## src/hdl/ccmf_pkg.sv

```systemverilog
// ----------------------------------------------------------------------------
// ccmf_pkg
// Shared types, constants and the CRC-8 step for the measurement frame
// receiver.
// ----------------------------------------------------------------------------
package ccmf_pkg;

   localparam int unsigned NumWords  = 8;
   localparam int unsigned WordIdxW  = $clog2(NumWords);
   localparam logic [7:0]  CrcInit   = 8'hFF;
   localparam logic [7:0]  CrcPoly   = 8'h31;
   localparam logic [WordIdxW-1:0] LastWord = WordIdxW'(NumWords - 1);

   typedef enum logic [1:0] {
      SUB_HIGH = 2'd0,
      SUB_LOW  = 2'd1,
      SUB_CRC  = 2'd2
   } sub_type;

   typedef struct packed {
      logic [15:0]        pm1;
      logic [15:0]        pm2_5;
      logic [15:0]        pm4;
      logic [15:0]        pm10;
      logic signed [15:0] humidity;
      logic signed [15:0] temperature;
      logic signed [15:0] voc_index;
      logic signed [15:0] nox_index;
      logic               frame_ok;
   } result_type;

   function automatic logic [7:0] crc8_byte(input logic [7:0] crc, input logic [7:0] b);
      logic [7:0] c;
      c = crc ^ b;
      for (int i = 0; i < 8; i++) begin
         if (c[7]) begin
            c = {c[6:0], 1'b0} ^ CrcPoly;
         end else begin
            c = {c[6:0], 1'b0};
         end
      end
      return c;
   endfunction

endpackage

```

## src/hdl/ccmf_if.sv

```systemverilog
// ----------------------------------------------------------------------------
// ccmf_if
// Request and response channels of the measurement frame receiver.
// ----------------------------------------------------------------------------
interface ccmf_req_if;
   logic       valid;
   logic       ready;
   logic [7:0] data_byte;
   logic       frame_start;

   modport source (output valid, output data_byte, output frame_start, input ready);
   modport sink   (input valid, input data_byte, input frame_start, output ready);
endinterface

interface ccmf_rsp_if;
   logic               valid;
   logic               ready;
   logic [15:0]        pm1;
   logic [15:0]        pm2_5;
   logic [15:0]        pm4;
   logic [15:0]        pm10;
   logic signed [15:0] humidity;
   logic signed [15:0] temperature;
   logic signed [15:0] voc_index;
   logic signed [15:0] nox_index;
   logic               frame_ok;

   modport source (output valid, output pm1, output pm2_5, output pm4, output pm10,
                   output humidity, output temperature, output voc_index,
                   output nox_index, output frame_ok, input ready);
   modport sink   (input valid, input pm1, input pm2_5, input pm4, input pm10,
                   input humidity, input temperature, input voc_index,
                   input nox_index, input frame_ok, output ready);
endinterface

```

## src/hdl/ccmf_assembler.sv

```systemverilog
// ----------------------------------------------------------------------------
// ccmf_assembler
// Tracks the byte position, checks each word's CRC-8 and stores the eight
// words of the frame; flags the final byte with the completed result.
// ----------------------------------------------------------------------------
module ccmf_assembler import ccmf_pkg::*; (
   input  logic       clock,
   input  logic       reset,
   input  logic       fire,
   input  logic [7:0] data_byte,
   input  logic       frame_start,
   output logic       at_last,
   output logic       res_valid,
   output result_type result
);

   logic [WordIdxW-1:0] word_ff, word_in, cur_word;
   sub_type             sub_ff, sub_in, cur_sub;
   logic [7:0]          high_ff, high_in;
   logic [7:0]          crc_ff, crc_in, crc_calc;
   logic                err_ff, err_in, err_base;
   logic [15:0]         words_ff [NumWords];
   logic                word_we;

   always_comb begin
      cur_word = frame_start ? '0 : word_ff;
      cur_sub  = frame_start ? SUB_HIGH : sub_ff;
      crc_calc = crc8_byte((cur_sub == SUB_HIGH) ? CrcInit : crc_ff, data_byte);
      err_base = (cur_word == '0 && cur_sub == SUB_HIGH) ? 1'b0 : err_ff;
   end

   always_comb begin
      high_in = high_ff;
      crc_in  = crc_ff;
      err_in  = err_base;
      word_we = 1'b0;
      word_in = cur_word;
      sub_in  = cur_sub;
      unique case (cur_sub)
         SUB_HIGH: begin
            crc_in  = crc_calc;
            high_in = data_byte;
            sub_in  = SUB_LOW;
         end
         SUB_LOW: begin
            crc_in  = crc_calc;
            word_we = 1'b1;
            sub_in  = SUB_CRC;
         end
         SUB_CRC: begin
            err_in  = err_base | (crc_ff != data_byte);
            crc_in  = CrcInit;
            sub_in  = SUB_HIGH;
            word_in = cur_word + 1'b1;
         end
         default: begin
            sub_in  = SUB_HIGH;
            word_in = '0;
         end
      endcase
   end

   always_ff @(posedge clock) begin
      if (reset) begin
         word_ff <= '0;
         sub_ff  <= SUB_HIGH;
         high_ff <= '0;
         crc_ff  <= CrcInit;
         err_ff  <= 1'b0;
      end else if (fire) begin
         word_ff <= word_in;
         sub_ff  <= sub_in;
         high_ff <= high_in;
         crc_ff  <= crc_in;
         err_ff  <= err_in;
      end
   end

   always_ff @(posedge clock) begin
      if (fire && word_we) begin
         words_ff[cur_word] <= {high_ff, data_byte};
      end
   end

   assign at_last   = (word_ff == LastWord) && (sub_ff == SUB_CRC);
   assign res_valid = fire && (cur_word == LastWord) && (cur_sub == SUB_CRC);

   always_comb begin
      result.pm1         = words_ff[0];
      result.pm2_5       = words_ff[1];
      result.pm4         = words_ff[2];
      result.pm10        = words_ff[3];
      result.humidity    = words_ff[4];
      result.temperature = words_ff[5];
      result.voc_index   = words_ff[6];
      result.nox_index   = words_ff[7];
      result.frame_ok    = !err_in;
   end

   a_start_restarts: assert property (@(posedge clock) disable iff (reset)
      fire && frame_start |=> word_ff == '0 && sub_ff == SUB_LOW)
      else $error("frame start did not restart the position");

   a_crc_reinit: assert property (@(posedge clock) disable iff (reset)
      sub_ff == SUB_HIGH |-> crc_ff == CrcInit)
      else $error("word CRC not reinitialized at word boundary");

endmodule

```

## src/hdl/crc_checked_measurement_frame.sv

```systemverilog
// ----------------------------------------------------------------------------
// crc_checked_measurement_frame
// Receives the 24-byte measurement frame, checks the CRC-8 of each word and
// returns the eight raw values with a frame_ok flag.
// ----------------------------------------------------------------------------
// One request byte is taken every cycle. The frame is eight words of high
// byte, low byte and CRC-8 (poly 0x31, init 0xFF); frame_start restarts at
// byte 0. The response appears in the cycle after the last byte of a frame
// is accepted and sits in an output register until taken. The request side
// stalls only when the last byte of the next frame is due while that
// response is still waiting; all other bytes keep flowing.
module crc_checked_measurement_frame import ccmf_pkg::*; (
   input  logic       clock,
   input  logic       reset,
   ccmf_req_if.sink   req_bus,
   ccmf_rsp_if.source rsp_bus
);

   logic       req_fire, at_last, res_valid;
   result_type result;
   result_type rsp_data_ff;
   logic       rsp_valid_ff, rsp_valid_in;

   assign req_bus.ready = !(rsp_valid_ff && !rsp_bus.ready && at_last);
   assign req_fire      = req_bus.valid && req_bus.ready;

   ccmf_assembler u_assembler (
      .clock       (clock),
      .reset       (reset),
      .fire        (req_fire),
      .data_byte   (req_bus.data_byte),
      .frame_start (req_bus.frame_start),
      .at_last     (at_last),
      .res_valid   (res_valid),
      .result      (result)
   );

   assign rsp_valid_in = res_valid || (rsp_valid_ff && !rsp_bus.ready);

   always_ff @(posedge clock) begin
      if (reset) begin
         rsp_valid_ff <= 1'b0;
      end else begin
         rsp_valid_ff <= rsp_valid_in;
      end
   end

   always_ff @(posedge clock) begin
      if (res_valid) begin
         rsp_data_ff <= result;
      end
   end

   assign rsp_bus.valid       = rsp_valid_ff;
   assign rsp_bus.pm1         = rsp_data_ff.pm1;
   assign rsp_bus.pm2_5       = rsp_data_ff.pm2_5;
   assign rsp_bus.pm4         = rsp_data_ff.pm4;
   assign rsp_bus.pm10        = rsp_data_ff.pm10;
   assign rsp_bus.humidity    = rsp_data_ff.humidity;
   assign rsp_bus.temperature = rsp_data_ff.temperature;
   assign rsp_bus.voc_index   = rsp_data_ff.voc_index;
   assign rsp_bus.nox_index   = rsp_data_ff.nox_index;
   assign rsp_bus.frame_ok    = rsp_data_ff.frame_ok;

   a_no_overwrite: assert property (@(posedge clock) disable iff (reset)
      rsp_valid_ff && !rsp_bus.ready |-> !res_valid)
      else $error("pending response overwritten");

   a_rise_from_last: assert property (@(posedge clock) disable iff (reset)
      !rsp_valid_ff ##1 rsp_valid_ff |-> $past(res_valid))
      else $error("response without a completed frame");

   a_drain: assert property (@(posedge clock) disable iff (reset)
      rsp_valid_ff && rsp_bus.ready && !res_valid |=> !rsp_valid_ff)
      else $error("response repeated after being taken");

endmodule
```

## src/flat_wrapper.sv

```systemverilog
// flat-port wrapper written by rule: the top's interface ports become plain ports
module crc_checked_measurement_frame_flat import ccmf_pkg::*;
  (clock, reset, req_bus_valid, req_bus_data_byte, req_bus_frame_start, req_bus_ready, rsp_bus_valid, rsp_bus_pm1, rsp_bus_pm2_5, rsp_bus_pm4, rsp_bus_pm10, rsp_bus_humidity, rsp_bus_temperature, rsp_bus_voc_index, rsp_bus_nox_index, rsp_bus_frame_ok, rsp_bus_ready);
  ccmf_req_if req_bus_i ();
  ccmf_rsp_if rsp_bus_i ();
  input  logic clock;
  input  logic reset;
  input wire logic [$bits(req_bus_i.valid)-1:0] req_bus_valid;
  input wire logic [$bits(req_bus_i.data_byte)-1:0] req_bus_data_byte;
  input wire logic [$bits(req_bus_i.frame_start)-1:0] req_bus_frame_start;
  output wire logic [$bits(req_bus_i.ready)-1:0] req_bus_ready;
  output wire logic [$bits(rsp_bus_i.valid)-1:0] rsp_bus_valid;
  output wire logic [$bits(rsp_bus_i.pm1)-1:0] rsp_bus_pm1;
  output wire logic [$bits(rsp_bus_i.pm2_5)-1:0] rsp_bus_pm2_5;
  output wire logic [$bits(rsp_bus_i.pm4)-1:0] rsp_bus_pm4;
  output wire logic [$bits(rsp_bus_i.pm10)-1:0] rsp_bus_pm10;
  output wire logic [$bits(rsp_bus_i.humidity)-1:0] rsp_bus_humidity;
  output wire logic [$bits(rsp_bus_i.temperature)-1:0] rsp_bus_temperature;
  output wire logic [$bits(rsp_bus_i.voc_index)-1:0] rsp_bus_voc_index;
  output wire logic [$bits(rsp_bus_i.nox_index)-1:0] rsp_bus_nox_index;
  output wire logic [$bits(rsp_bus_i.frame_ok)-1:0] rsp_bus_frame_ok;
  input wire logic [$bits(rsp_bus_i.ready)-1:0] rsp_bus_ready;
  assign req_bus_i.valid = req_bus_valid;
  assign req_bus_i.data_byte = req_bus_data_byte;
  assign req_bus_i.frame_start = req_bus_frame_start;
  assign req_bus_ready = req_bus_i.ready;
  assign rsp_bus_valid = rsp_bus_i.valid;
  assign rsp_bus_pm1 = rsp_bus_i.pm1;
  assign rsp_bus_pm2_5 = rsp_bus_i.pm2_5;
  assign rsp_bus_pm4 = rsp_bus_i.pm4;
  assign rsp_bus_pm10 = rsp_bus_i.pm10;
  assign rsp_bus_humidity = rsp_bus_i.humidity;
  assign rsp_bus_temperature = rsp_bus_i.temperature;
  assign rsp_bus_voc_index = rsp_bus_i.voc_index;
  assign rsp_bus_nox_index = rsp_bus_i.nox_index;
  assign rsp_bus_frame_ok = rsp_bus_i.frame_ok;
  assign rsp_bus_i.ready = rsp_bus_ready;
  crc_checked_measurement_frame u_core (.clock(clock), .reset(reset), .req_bus(req_bus_i), .rsp_bus(rsp_bus_i));
endmodule
```

## config.mk

```make
export PLATFORM = sky130hd
export DESIGN_NAME = crc_checked_measurement_frame_flat
export DESIGN_NICKNAME = d
export VERILOG_FILES = /design/src/hdl/ccmf_pkg.sv /design/src/hdl/ccmf_if.sv /design/src/hdl/ccmf_assembler.sv /design/src/hdl/crc_checked_measurement_frame.sv /design/src/flat_wrapper.sv
export SDC_FILE = /design/constraint.sdc
export NUM_CORES = 1
export LEC_CHECK = 0
export ABC_AREA = 1
export BUFFER_PORTS_ARGS = -buffer_cell sky130_fd_sc_hd__buf_2
export CORE_ASPECT_RATIO = 1.1
export CORE_UTILIZATION = 50
export CTS_CLUSTER_DIAMETER = 150
export CTS_CLUSTER_SIZE = 25
export DETAILED_ROUTE_END_ITERATION = 7
export MAX_ROUTING_LAYER = met4
export PLACE_DENSITY = 0.74
export SKIP_LAST_GASP = 1
export SLEW_MARGIN = 10
export SYNTH_ARGS = -nofsm -noshare
export SYNTH_HDL_FRONTEND = slang
export SYNTH_SLANG_ARGS = --single-unit
```

## constraint.sdc

```tcl
create_clock -name clock -period 4.6 [get_ports clock]
set_input_delay 0.92 -clock clock [delete_from_list [all_inputs] [get_ports clock]]
set_output_delay 0.92 -clock clock [all_outputs]
set_load 0.005 [all_outputs]
```

# Yosys cells after proc, flatten, opt, wreduce, memory -nomap -nowiden
# Memory sizes are Yosys's and may differ from the RTL's. A register that Yosys moved wholly into a read port is not among the register bits.
# Cells that the tools add are included.
# W data, S select, Z words.
# totals
reg_bits	24
latchBits	0
ramBits	128
romBits	0
input_bits	13
out_inout_bits	131
wordCells	62
n_memories	1
# memory_table
memory	depth	word_bits	read_ports	rd_ports_with_merged_regs	write_ports	line_no	text
u_core.u_assembler.words_ff	8	16	8	8	1	ccmf_assembler.sv:22	logic [15:0] words_ff [NumWords];
# classes
n_addsub	1
mul	0
div	0
n_lt_le_gt_ge	0
eq_ne	6
shifts	0
n_mux	19
n_bitwise	10
n_reduce_logical	18
# ops
cell	count
$mux W6	8
$not A3 Y3	8
$pmux W8 S2	1
$logic_and A1 B1 Y1	8
$mux W8	1
$ne A8 B8 Y1	1
$xor A8 B8 Y8	1
$eq A3 B3 Y1 const B	2
$pmux W3 S2	1
$mux W1	5
$eq A2 B2 Y1 const B	2
$pmux W2 S2	1
$reduce_and A2 Y1	2
$add A3 B1 Y3 const B	1
$logic_not A1 Y1	3
$logic_not A3 Y1	1
$mux W3	1
$eq A2 B1 Y1 const B	1
$logic_not A2 Y1	1
$mux W2	1
$reduce_bool A2 Y1	1
$reduce_or A2 Y1	1
$logic_or A1 B1 Y1	1
$or A1 B1 Y1	1

# Logic depth before layout (Yosys ltp)
# logic_depth
depth_word	21
ltp_mapped	16
depth_no_buf	16

# Cells and area by module
# A second synthesis with hierarchy kept.
# unflattened
hier_cells	517
area_unflattened_um2	9242.6
# modules_own_cells
mod	n_inst	cells_per_inst	area_each_um2
ccmf_assembler	1	380	5311.3
crc_checked_measurement_frame	1	137	3931.3

# Worst setup path before layout
# OpenSTA, ideal clock, no wires.
# synth_path
path_kind	input to register
from	in rsp_bus_ready
to	reg rsp_bus_humidity[0] (netlist name)
setup_ns	0.482
t_arrival_ns	4.278
path_slack_ns	-0.159
cell_stages	9
n_path_buf	1
path_cell_list	inv_1 nand2_1 nor3_1 nand4_1 nand2_2 inv_2 clkbuf_1 nand3_1 inv_1
# synth_via
elab_chain_cells	7
# synth_lines
item	line_no	text
start, declared	flat_wrapper.sv:22	input wire logic [$bits(rsp_bus_i.ready)-1:0] rsp_bus_ready;
$logic_not A1 Y1	crc_checked_measurement_frame.sv:24	assign req_bus.ready = !(rsp_valid_ff && !rsp_bus.ready && at_last);
$logic_and A1 B1 Y1 (2 in a row)	crc_checked_measurement_frame.sv:24	
$logic_not A1 Y1	crc_checked_measurement_frame.sv:24	
net req_bus_ready	flat_wrapper.sv:11	output wire logic [$bits(req_bus_i.ready)-1:0] req_bus_ready;
$logic_and A1 B1 Y1	crc_checked_measurement_frame.sv:25	assign req_fire = req_bus.valid && req_bus.ready;
$logic_and A1 B1 Y1 (2 in a row)	ccmf_assembler.sv:86	assign res_valid = fire && (cur_word == LastWord) && (cur_sub == SUB_CRC);
net u_core.res_valid	crc_checked_measurement_frame.sv:19	logic req_fire, at_last, res_valid;
# The timed path passes the listed nets, and every way through them passes these cells.
# A chain may end at the register's enable or synchronous reset.

# Final worst setup path
# layout_path
from	in req_bus_frame_start
to	reg rsp_bus_pm10[12] (netlist name)
# layout_via
elab_chain_cells	4
word_cells_on_any_way	6
classes_between	eq/ne: 2; mux: 2; reduce/logical: 2
# layout_lines
item	line_no	text
start, declared	flat_wrapper.sv:10	input wire logic [$bits(req_bus_i.frame_start)-1:0] req_bus_frame_start;
$mux W3	ccmf_assembler.sv:26	cur_word = frame_start ? '0 : word_ff;
$eq A3 B3 Y1	ccmf_assembler.sv:86	
$logic_and A1 B1 Y1	ccmf_assembler.sv:86	
$logic_and A1 B1 Y1 (*)	ccmf_assembler.sv:86	
net u_core.res_valid	crc_checked_measurement_frame.sv:19	
# The timed path passes the listed nets; every way through them passes the cells marked *.

==> metrics list <==
* Number of flip-flops and latches in the synthesized netlist: 280
- The largest total area in the synthesized netlist belongs to sky130_fd_sc_hd__edfxtp_1.
* Total Die Area: 19200 µm²
- Antenna diode count: 0
- After clock tree synthesis, the clock-pin slew on the worst setup and hold paths is 0.09 ns.
- Core box area: 17900 µm²
- Congestion Overflow GR: 0
- Total routed wirelength: 16800 µm
- The tree is rooted in a sky130_fd_sc_hd__clkbuf_16.
- After the first detailed-routing iteration, the DRC count stood at 310.
- Starting density of the core: 0.519
- Data on the critical path is required at its endpoint by 4.71 ns.
* P_int: 3450 µW
- TritonCTS built the clock tree.
* Post-layout total power: 4300 µW
* Setup crit start: req_bus_frame_start
- Of the cells placed in the final design, the portion with a size suffix greater than 1 is 0.270.
- The routed layout has 4674 vias.
- Status: finished, final reports clean
- Type of the most critical hold path: flip-flop to flip-flop
- Layout-stage area growth over the synthesis result: 15.8%
- At the end of the flow, the number of nets in the layout was 697.
- For this run, the number of Yosys warnings is 0.
- Top post-synthesis cells by area: sky130_fd_sc_hd__edfxtp_1 (83%), sky130_fd_sc_hd__dfxtp_1 (5.0%), sky130_fd_sc_hd__nand2_1 (3.8%)
* Worst r2r src: u_core.u_assembler.sub_ff[1]
- Row count: 51
- STA classifies the critical path startpoint as an input port.
- After detailed routing, the number of vias per cell comes to 5.04.
* Worst hold path startpoint: u_core.u_assembler.words_ff[5][0]
* Cells after synthesis: 521
* Relative contribution of the clock network to total power: 0.314
- Maximum number of pins on one net before global-route repair: 73
* Part of the total power dissipated in sequential elements: 0.649
- Most common cell after layout, fill and taps aside: sky130_fd_sc_hd__edfxtp_1
- The tool flagged a number of max-cap violations equal to 0.
- Net switching power: 852 µW
- Counting flops with a built-in enable in the synthesized netlist gives 257.
- Along the worst path, the maximum fanout reaches 72.
- Once the clock tree was built, the resizer swapped 0 gates to a different size.
- Pwr dens: 400 nW/µm²
- Derived from the worst setup path, the maximum achievable clock frequency is 0.299 GHz.
- The critical path is of the input port to flip-flop type.
- In the synthesized netlist the dominant register cell turns out to be sky130_fd_sc_hd__edfxtp_1.
* Proportion of synthesized flip-flops having asynchronous set or reset: 0
* Share of total power consumed by net switching: 0.198
* Post-layout min period: 3.35 ns
- The number of hold violations in the final report came to 0.
- Once detailed placement completed, the half-perimeter wirelength came to 11000 µm.
- Number of library cell types mapped by synthesis: 29
- Crit path arrival time: 3.45 ns
- For the final routed database, the setup TNS stands at 0 ns.
- Inserted Clock Buffers: 15
- The number of nets in the synthesized netlist is 537.
- Hold buffer count at cts: 0
- Leaving out filler cells and counting taps, the final layout contains 927.
* Setup clock skew after layout: 0.0184 ns
- Final count of pins violating max slew: 0
- In the layout the commonest cells are sky130_fd_sc_hd__edfxtp_1 (257), sky130_fd_sc_hd__buf_2 (143), sky130_fd_sc_hd__nand2_1 (95), sky130_fd_sc_hd__inv_1 (38), sky130_fd_sc_hd__nand3_1 (24).
- Number of remaining DRC errors: 0
- Horizontal die dimension: 132 µm
* Placed Instances: 902
- The first global-routing pass estimated 25500 µm of wire.
- Once detail routing completed, the nets flagged for antenna violations numbered 0.
* Final Wtd Congestion: 0.849
* Overall routing resource usage: 0.181
* Util after Layout: 0.601
- Synth Area per Inst: 17.9 µm²
* Top-area cell type share of the netlist area: 0.830
- Routed length per instance: 18.1 µm
- The clock drives 280 sinks.
- Summed instance area of the synthesized netlist: 9300 µm²
- Summed over all cells, the static leakage comes to 0.00388 µW.
* Number of buffers on the longest clock path: 3
- The initial antenna violation count came to 0.
- Setup violations remaining at the end of the flow were counted as 0.
* Maximum level of the CTS H-tree: 1
- The first detailed-routing pass ran for 5 iterations.
* Overall die height: 145 µm
- Clock Latency Late Sink: 0.47 ns
* Number of buffers inserted by port buffering: 143
- Measured against its own limit, the worst slew margin works out to 0.236.
- Portion of the post-synthesis area used by sequential elements: 0.879
- Of the total power, combinational logic draws 0.037.
- Unrepaired setup endpoints after global routing: false
* Number of setup buffers added after CTS: 0
- At the pin with the least slew margin, the transition time is 1.14 ns.
- STA classifies the critical path endpoint as a flip-flop.
* Via count of the first global-routing pass: 4452
- VDD sags by at most 0.190 mV.
* IO Count: 144
- Dividing the final minimum period by the clock period gives 0.727.
## synthesized netlist by cell type, drive strengths merged, types with 2 or more instances
library cell / instances
a211oi: 2
a21oi: 15
a221oi: 3
a31oi: 2
clkbuf: 3
dfxtp: 23
edfxtp: 257
ha: 3
inv: 43
nand2: 102
nand3: 24
nand3b: 2
nand4: 3
nor2: 18
nor3: 2
o211ai: 2
o21ai: 7
o22ai: 4
xor2: 3
## path summary, 6_finish.rpt
| check | endpoint | slack, ns | cells after the start |
|---|---|---|---|
| worst max-delay path | rsp_bus_pm10[12] | 1.25 | 8 |
| worst min-delay path | rsp_bus_temperature[0] | 0.40 | 0 |
| worst max register to register | rsp_bus_pm10[12] | 1.48 | 9 |
| worst min register to register | rsp_bus_temperature[0] | 0.40 | 0 |
## registers in the layout (all words and copies together), names as in the netlist
signal / flops
u_core.u_assembler.words_ff: 128
rsp_bus_humidity: 16
rsp_bus_nox_index: 16
rsp_bus_pm10: 16
rsp_bus_pm1: 16
rsp_bus_pm2_5: 16
rsp_bus_pm4: 16
rsp_bus_temperature: 16
rsp_bus_voc_index: 16
u_core.u_assembler.crc_ff: 8
u_core.u_assembler.high_ff: 8
u_core.u_assembler.word_ff: 3
u_core.u_assembler.sub_ff: 2
u_core.rsp_bus.frame_ok: 1
u_core.rsp_bus.valid: 1
u_core.u_assembler.err_ff: 1
## metrics by stage
stage               hold slack, ns  worst slack [ns]  area (µm²)
floorplan                    0.400             0.450        9300
global placement             0.401             0.885       10300
detailed placement           0.405             0.770       10300
CTS                          0.404              1.27       10800
global route                 0.397              1.03       10800
finish                       0.402              1.25       10800
## logic make-up (layout without fill, tap and decap cells)
| family | after synthesis | count (layout) | share of synthesized area |
|---|---|---|---|
| compound gates | 35 | 35 | 0.0227 |
| xor+xnor | 4 | 4 | 0.00377 |
| fa+ha+maj | 3 | 3 | 0.00404 |
| buf+inv | 47 | 215 | 0.0202 |
| flops | 280 | 280 | 0.879 |
| simple gates | 152 | 152 | 0.0700 |
## worst max-delay path, cell delays in order
cell and delay, ns:
sky130_fd_sc_hd__buf_2 0.13, sky130_fd_sc_hd__inv_2 0.09, sky130_fd_sc_hd__nand2_1 0.11, sky130_fd_sc_hd__nor2_1 0.38, sky130_fd_sc_hd__nand3_1 0.22, sky130_fd_sc_hd__clkinvlp_4 0.10, sky130_fd_sc_hd__buf_4 0.67, sky130_fd_sc_hd__buf_4 0.72
## power by group through the flow
stage	Combinational, µW	Clock (µW)	Sequential (µW)
after floorplan	110	0	2850
after global placement	154	0	2850
after detailed placement	157	0	2850
after CTS	158	1380	2790
after global routing	180	1470	2800
final	159	1350	2790
## final cells by class
type | count | area (µm²)
inverter | 43 | 165
timing repair buffer | 147 | 746
sequential | 280 | 8180
multi-input combinational | 194 | 955
tap | 238 | 298
fill | 1318 | 7160
clock inverter | 1 | 20.0
clock buffer | 24 | 409
## metal layers
metal / part of all wire / vias up / track usage
met5: 0 / - / -
met4: 0.019 / 0 / 0.0494
met3: 0.047 / 26 / 0.0196
met2: 0.51 / 142 / 0.307
met1: 0.43 / 2299 / 0.234
li1: - / 2207 / -
Note: power is estimated with default switching activity, not from simulation.
